<file path="src/hw/rtl/dual_stack_shared_buffer_macros.svh">
// Assertion macros shared by the dual stack buffer RTL.
`ifndef DUAL_STACK_SHARED_BUFFER_MACROS_SVH
`define DUAL_STACK_SHARED_BUFFER_MACROS_SVH

// Check cons in the same cycle as ante; clk_i and rst_ni must be in scope.
`define DSB_ASSERT_SAME(label, ante, cons, msg) \
  label: assert property (@(posedge clk_i) disable iff (!rst_ni) (ante) |-> (cons)) \
    else $error(msg);

// Check cons in the cycle after ante.
`define DSB_ASSERT_NEXT(label, ante, cons, msg) \
  label: assert property (@(posedge clk_i) disable iff (!rst_ni) (ante) |=> (cons)) \
    else $error(msg);

`endif

</file>
<file path="src/hw/rtl/dsb_pkg.sv">
// Constants, types and helper functions of the dual stack buffer.
package dsb_pkg;

  localparam int unsigned BUFFER_DEPTH  = 1024;
  localparam int unsigned ELEMENT_WIDTH = 32;
  localparam int unsigned ADDR_W        = $clog2(BUFFER_DEPTH);
  localparam int unsigned CNT_W         = $clog2(BUFFER_DEPTH + 1);
  localparam int unsigned CFG_W         = 11;
  localparam int unsigned DATA_W        = 32;

  localparam logic [CFG_W-1:0]  CAP_RESET    = CFG_W'(1024);
  localparam logic [DATA_W-1:0] EMPTY_MARKER = DATA_W'(100000000);

  localparam logic [1:0] ST_OK    = 2'd0;
  localparam logic [1:0] ST_FULL  = 2'd1;
  localparam logic [1:0] ST_EMPTY = 2'd2;

  localparam logic MODE_PUSH = 1'b0;
  localparam logic MODE_POP  = 1'b1;
  localparam logic SEL_LOW   = 1'b0;
  localparam logic SEL_HIGH  = 1'b1;

  typedef struct packed {
    logic latch_req;
    logic execute;
    logic load_rd;
    logic cfg_wr;
  } cmd_t;

  typedef struct packed {
    logic req_pop;
    logic req_fail;
  } stat_t;

  // Capacity in force: written value clamped to [1, BUFFER_DEPTH].
  function automatic logic [CNT_W-1:0] cap_clamp(input logic [CFG_W-1:0] v);
    int unsigned c;
    c = 32'(v);
    if (c < 1) c = 1;
    if (c > BUFFER_DEPTH) c = BUFFER_DEPTH;
    return CNT_W'(c);
  endfunction

  function automatic logic [ELEMENT_WIDTH-1:0] to_elem(input logic [DATA_W-1:0] v);
    logic [63:0] w;
    w = 64'(v);
    return w[ELEMENT_WIDTH-1:0];
  endfunction

  function automatic logic [DATA_W-1:0] from_elem(input logic [ELEMENT_WIDTH-1:0] e);
    logic [63:0] w;
    w = 64'(e);
    return w[DATA_W-1:0];
  endfunction

endpackage

</file>
<file path="src/hw/rtl/dsb_ctrl.sv">
// Controller: sequences one request through execute and RAM read, owns result valid.
`include "dual_stack_shared_buffer_macros.svh"

module dsb_ctrl (
  input  logic           clk_i,
  input  logic           rst_ni,
  input  logic           in_valid_i,
  output logic           in_stall_o,
  output logic           out_valid_o,
  input  logic           out_stall_i,
  input  logic           cfg_valid_i,
  output logic           cfg_ready_o,
  input  dsb_pkg::stat_t stat_i,
  output dsb_pkg::cmd_t  cmd_o
);

  localparam logic [1:0] S_IDLE = 2'd0;
  localparam logic [1:0] S_EXEC = 2'd1;
  localparam logic [1:0] S_READ = 2'd2;

  logic [1:0] state_q, state_d;
  logic       out_valid_q, out_valid_d;
  logic       out_free;
  logic       rd_pending;
  logic       load;

  assign out_free   = !out_valid_q || !out_stall_i;
  assign rd_pending = stat_i.req_pop && !stat_i.req_fail;

  assign in_stall_o   = (state_q != S_IDLE);
  assign cfg_ready_o  = (state_q == S_IDLE);
  assign cmd_o.cfg_wr = cfg_valid_i && cfg_ready_o;

  always_comb begin
    state_d         = state_q;
    cmd_o.latch_req = 1'b0;
    cmd_o.execute   = 1'b0;
    cmd_o.load_rd   = 1'b0;
    case (state_q)
      S_IDLE: begin
        if (in_valid_i) begin
          cmd_o.latch_req = 1'b1;
          state_d         = S_EXEC;
        end
      end
      S_EXEC: begin
        // a successful pop only issues the read; others load the result once the output is free
        if (rd_pending) begin
          cmd_o.execute = 1'b1;
          state_d       = S_READ;
        end else if (out_free) begin
          cmd_o.execute = 1'b1;
          state_d       = S_IDLE;
        end
      end
      S_READ: begin
        if (out_free) begin
          cmd_o.load_rd = 1'b1;
          state_d       = S_IDLE;
        end
      end
      default: begin
        state_d = S_IDLE;
      end
    endcase
  end

  assign load = (cmd_o.execute && !rd_pending) || cmd_o.load_rd;

  always_comb begin
    out_valid_d = out_valid_q;
    if (load) begin
      out_valid_d = 1'b1;
    end else if (out_valid_q && !out_stall_i) begin
      out_valid_d = 1'b0;
    end
  end

  always_ff @(posedge clk_i or negedge rst_ni) begin
    if (!rst_ni) begin
      state_q     <= S_IDLE;
      out_valid_q <= 1'b0;
    end else begin
      state_q     <= state_d;
      out_valid_q <= out_valid_d;
    end
  end

  assign out_valid_o = out_valid_q;

  `DSB_ASSERT_SAME(a_load_when_free, load, out_free, "result loaded over a pending one")
  `DSB_ASSERT_NEXT(a_pop_reads, (state_q == S_EXEC) && rd_pending, state_q == S_READ, "pop skipped read")
  `DSB_ASSERT_SAME(a_result_after_work, $rose(out_valid_q), $past(state_q) != S_IDLE, "result without request")

endmodule
</file>
<file path="config.mk">
export PLATFORM = sky130hd
export DESIGN_NAME = dsb_ctrl
export DESIGN_NICKNAME = d
export VERILOG_FILES = /design/src/hw/rtl/dsb_pkg.sv /design/src/hw/rtl/dsb_ctrl.sv
export VERILOG_INCLUDE_DIRS = /design/src /design/src/hw/rtl
export SDC_FILE = /design/constraint.sdc
export NUM_CORES = 1
export LEC_CHECK = 0
export BUFFER_PORTS_ARGS = -buffer_cell sky130_fd_sc_hd__clkbuf_2
export CAP_MARGIN = 15
export CELL_PAD_IN_SITES_DETAIL_PLACEMENT = 0
export CELL_PAD_IN_SITES_GLOBAL_PLACEMENT = 2
export CORE_AREA = 2 2 39 41
export CTS_CLUSTER_SIZE = 8
export DETAILED_ROUTE_END_ITERATION = 7
export DIE_AREA = 0 0 41 43
export PLACE_DENSITY = 0.53
export SKIP_CTS_REPAIR_TIMING = 1
export SYNTH_ARGS = -nofsm -noshare
export SYNTH_HDL_FRONTEND = slang
export SYNTH_SLANG_ARGS = --single-unit
</file>
<file path="constraint.sdc">
create_clock -name clk_i -period 1.5 [get_ports clk_i]
set_input_delay 0.3 -clock clk_i [delete_from_list [all_inputs] [get_ports clk_i]]
set_output_delay 0.3 -clock clk_i [all_outputs]
set_load 0.005 [all_outputs]
</file>
## After elaboration in Yosys (flattened, before gate mapping)

Index checks and enable logic that the tools add are counted.

| storage, ports and cells | value |
|---|---|
| register bits after elaboration | 3 |
| bits of input ports | 7 |
| output and inout bits | 7 |
| logic and storage cells | 30 |

| cells by class | value |
|---|---|
| equal/unequal tests | 3 |
| multiplexer cells | 12 |
| reduce and logical (&&, ||, !) cells | 13 |

Operators with widths:

| operator | number |
|---|---|
| $mux 1 | 8 |
| $mux 2 | 3 |
| $pmux 2 s3 | 1 |
| $logic_and 1x1->1 | 4 |
| $logic_not 1->1 | 4 |
| $reduce_bool 2->1 | 2 |
| $eq 2x1->1 const B | 1 |
| $eq 2x2->1 const B | 1 |
| $logic_not 2->1 | 1 |
| $logic_or 1x1->1 | 2 |
| $ne 2x2->1 const B | 1 |

## Longest topological paths before layout

| depth | value |
|---|---|
| depth in word-level cells | 8 |
| gate-level depth with buffers | 2 |

## Least setup slack after synthesis

OpenSTA, ideal clock, no wires.

| timing path | value |
|---|---|
| kind | register to output |
| start | register state_q[0] |
| end | output port cmd_o[3] (netlist name) |
| arrival time | 822 ps |
| data required time | 1200 ps |
| path slack | 378 ps |
| cell stages (with the launch flop) | 3 |
| buffers on the path | 0 |
| cell sequence | dfrtp_1 or3b_1 inv_1 |

RTL lines:

| what | RTL line | RTL |
|---|---|---|
| start, declared | dsb_ctrl.sv:21 | `logic [1:0] state_q, state_d;` |
| start signal, assigned | dsb_ctrl.sv:84 | `state_q <= state_d;` |
| end, declared | dsb_ctrl.sv:14 | `output dsb_pkg::cmd_t cmd_o` |

==> key figures <==
Outcome
  • Run status: finished clean

STA
  • Final number of setup-violating endpoints: 0
  • Worst-case headroom to the max-slew limit: around 86%
  • Number of pins exceeding their max-slew limit in the final report: 0
  • Setup repair after global routing missed its margin: yes
  • Tcrit/Tclk final: a little over nine tenths
  • Shortest clock period the worst path allows after layout: roughly 1.5 ns
  • Number of endpoints with negative hold slack in the final report: 0
  • Actual slew at the worst max-slew pin: 0.202 ns
  • Worst Clk Skew: between 0.001 and 0.0015 ns
  • Sum of negative setup slack: 0 ns
  • Fmax: slightly below 700 MHz

GRT
  • Pin count of the biggest net entering global routing: 5
  • Number of global-route vias before repair: between 150 and 200
  • Antenna violations before repair: 0
  • Total global routing track utilization: between 6 and 7%
  • GRT overflow: 0
  • First-pass GRT wire length: 731 um

Layout
  • Footprint of the flip-flops and latches: around 75 sq um
  • Area of the multi-input gates: 80.1 sq um
  • Share of post-route cells with drive strength above 1: a little under half
  • Filler Cells Inserted: roughly 170
  • Count of non-filler cells in the finished layout: 53
  • Area Growth Syn to Fin: 79.2%
  • Final net count: 45
  • Antenna Cells: 0

Drt
  • First DRT Iteration DRCs: 0
  • Wirelength, routed: roughly 500 um
  • Count of TritonRoute iterations in the first routing pass: 1
  • Remaining antenna violation count: 0
  • Vias per Instance: approximately 3.8
  • Detailed-route via count: 199
  • Number of remaining DRC errors: 0
  • Average wire length per cell after detail routing: about 9 um

Critical path
  • Gate family responsible for the most delay along the worst path: flip-flops
  • Cell type of the slowest stage on the worst timing path: sky130_fd_sc_hd__dfrtp_1
  • Worst Path Buf+Inv: 2
  • Worst r2r path cells: 3
  • Path length in cells of the critical path: 3
  • Start point of the critical path: state_q[1]
  • Capture point of the worst path: cmd_o[3]
  • Req. time, crit path: ~1.2 ns
  • Critical-path maximum fanout: 4
  • RR Startpoint: state_q[1]
  • Setup slack, reg-to-reg: about 0.42 ns
  • Capturing element type of the critical path: output pin
  • CP Data Arrival Time: approximately 1.2 ns
  • Cell-by-cell listing of the critical path: or3b_1 -> inv_1 -> clkbuf_2
  • Endpoint of the worst register-to-register path: state_q[0]
  • Crit path launch type: flop
  • Type of the worst setup path: flop to output pin
  • Delay of the slowest cell on the worst path: just under 0.4 ns

Yosys
  • Most area-consuming cells after synthesis: sky130_fd_sc_hd__dfrtp_1, sky130_fd_sc_hd__nand2b_1, sky130_fd_sc_hd__or3b_1, sky130_fd_sc_hd__inv_1, sky130_fd_sc_hd__o211ai_1
  • Synthesized netlist cell count: 18
  • Portion of synthesized cell area occupied by the leading cell type: roughly 46%
  • Sequential cell area fraction in the yosys report: a little under half
  • Number of distinct library cell variants in the gate-level netlist after synthesis: 13
  • Post-synth EDFFs: 0
  • Post-synth top flop: sky130_fd_sc_hd__dfrtp_1
  • Most area-hungry cell type in the Yosys netlist: sky130_fd_sc_hd__dfrtp_1
  • Most used standard cells in the synthesized netlist: sky130_fd_sc_hd__dfrtp_1, sky130_fd_sc_hd__nand2b_1, sky130_fd_sc_hd__inv_1
  • Post-synthesis net count: 25
  • Ys async rst share: between 90% and 100%
  • Total standard cell area after synthesis: roughly 160 sq um
  • Avg Cell Area, Syn: 9.04 sq um
  • Yosys warnings: 0
  • Flop and latch count out of synthesis: 3

Place
  • RD Place Congestion: approximately 0.63
  • Number of buffers added on ports: 13
  • Count of placed standard cells including taps: 47

Floorplan
  • Placeable core area: roughly 1400 sq um
  • Initial Util: a little under an eighth
  • Rows: 14
  • Width of the chip: between 40 and 50 um
  • Top-level I/O count: 14
  • Floorplan die area: between 1500 and 2000 sq um
  • Vertical die dimension: about 43 um

Power and ir drop
  • Sequential share of power: 30.8%
  • Switching power as a share of total power: approximately 30%
  • Power Density: approximately 1200 nW/um^2
  • Relative contribution of combinational cells to total power: ~29%
  • Design Power: approximately 0.00036 W
  • Switching pwr: 0.000109 W
  • Clk pwr share: roughly 40%
  • Standby leakage power: about 0.16 nW
  • Internal portion of total power: about 0.00025 W
  • Maximum vdd drop: 0.393 mV

CTS
  • Root Buffer Master: sky130_fd_sc_hd__clkbuf_4
  • Clock-pin slew of the registers on the worst-case setup and hold paths: around 0.040 ns
  • TritonCTS clock tree: built
  • Maximum clock path buffer count: 2
  • Number of clock buffers inserted by TritonCTS: 3
  • Clock latency on the worst-skew pair: about 0.23 ns
  • Maximum level of the CTS H-tree: 1
  • Clk sinks: 3

Hold path
  • Classification of the worst-slack hold path: primary input to flop

Flow run
  • Total of max-cap violations: 0
[routing by layer]
metal  wire [um]  global-route usage (%)
met1         216                    7.72
met5           0                       0
met3          79                    3.66
met4           6                    8.00
met2         188                    7.81
[area by class of cell]
class | count | area share, %
Clock buffer | 4 | 9.01
Timing Repair Buffer | 15 | 28.3
Multi-Input combinational cell | 13 | 27.5
Inverter | 2 | 2.58
Sequential cell | 3 | 25.8
Tap cell | 16 | 6.87
[sequential cells by signal, indices dropped and copies added, names as in the netlist]
signal,cells
state_q,2
out_valid_o,1
[cells by family after synthesis]
family / share of synthesized area [%]
AO/OA/AOI/OAI: 20.0
buffers and inverters: 4.62
flip-flops: 46.2
AND/OR/NAND/NOR: 29.2
[worst register-to-register path: cells and delay by family (launching register included)]
| family | cells | cell delay (ns) |
|---|---|---|
| flip-flops | 1 | 0.39 |
| AND/OR/NAND/NOR | 1 | 0.39 |
| buffers and inverters | 1 | 0.14 |
| AO/OA/AOI/OAI | 1 | 0.06 |
[through the flow]
step,cell area (sq um),utilization (%),hold slack [ns],setup slack (ns)
final,292,21.1,0.384,0.0267
after global routing,292,21.1,0.417,-0.0200
after CTS,274,19.8,-0.145,-0.00575
after detailed placement,248,17.9,0.107,0.250
after global placement,248,17.9,0.101,0.252
after floorplan,163,-,0.00441,0.378
[power groups by stage]
| stage | registers [W] | logic (W) | clock network [W] |
|---|---|---|---|
| 6_report | 0.000111 | 0.000106 | 0.000145 |
| 5_1_grt | 0.000115 | 0.000121 | 0.000157 |
| 4_1_cts | 0.000112 | 0.000101 | 0.000152 |
| 3_5_place_dp | 0.000112 | 0.0000998 | 0 |
| 3_3_place_gp | 0.000112 | 0.0000993 | 0 |
| 2_1_floorplan | 0.000110 | 0.0000479 | 0 |
[worst min-delay path by stage]
stage,startpoint,endpoint,cells past startpoint
after floorplan,rst_ni,out_valid_o,0
after global placement,rst_ni,state_q[0],1
after detailed placement,rst_ni,state_q[1],1
after CTS,rst_ni,state_q[0],1
after global routing,rst_ni,state_q[1],2
final,out_stall_i,out_valid_o,3
[cell usage in the layout (no fill, tap or decap)]
| master | instances |
|---|---|
| sky130_fd_sc_hd__o31ai_1 | 1 |
| sky130_fd_sc_hd__inv_1 | 2 |
| sky130_fd_sc_hd__clkbuf_2 | 13 |
| sky130_fd_sc_hd__o211ai_1 | 1 |
| sky130_fd_sc_hd__and2_1 | 1 |
| sky130_fd_sc_hd__nor2b_1 | 1 |
| sky130_fd_sc_hd__dlygate4sd3_1 | 1 |
| sky130_fd_sc_hd__nand2_1 | 1 |
| sky130_fd_sc_hd__clkbuf_4 | 3 |
| sky130_fd_sc_hd__clkbuf_1 | 1 |
| sky130_fd_sc_hd__o22ai_1 | 1 |
| sky130_fd_sc_hd__nand2b_1 | 3 |
| sky130_fd_sc_hd__a21oi_1 | 1 |
| sky130_fd_sc_hd__a31oi_1 | 1 |
| sky130_fd_sc_hd__buf_4 | 1 |
| sky130_fd_sc_hd__nor2_1 | 1 |
| sky130_fd_sc_hd__or3b_1 | 1 |
| sky130_fd_sc_hd__dfrtp_1 | 3 |
Power figures use the tool's default switching activity.
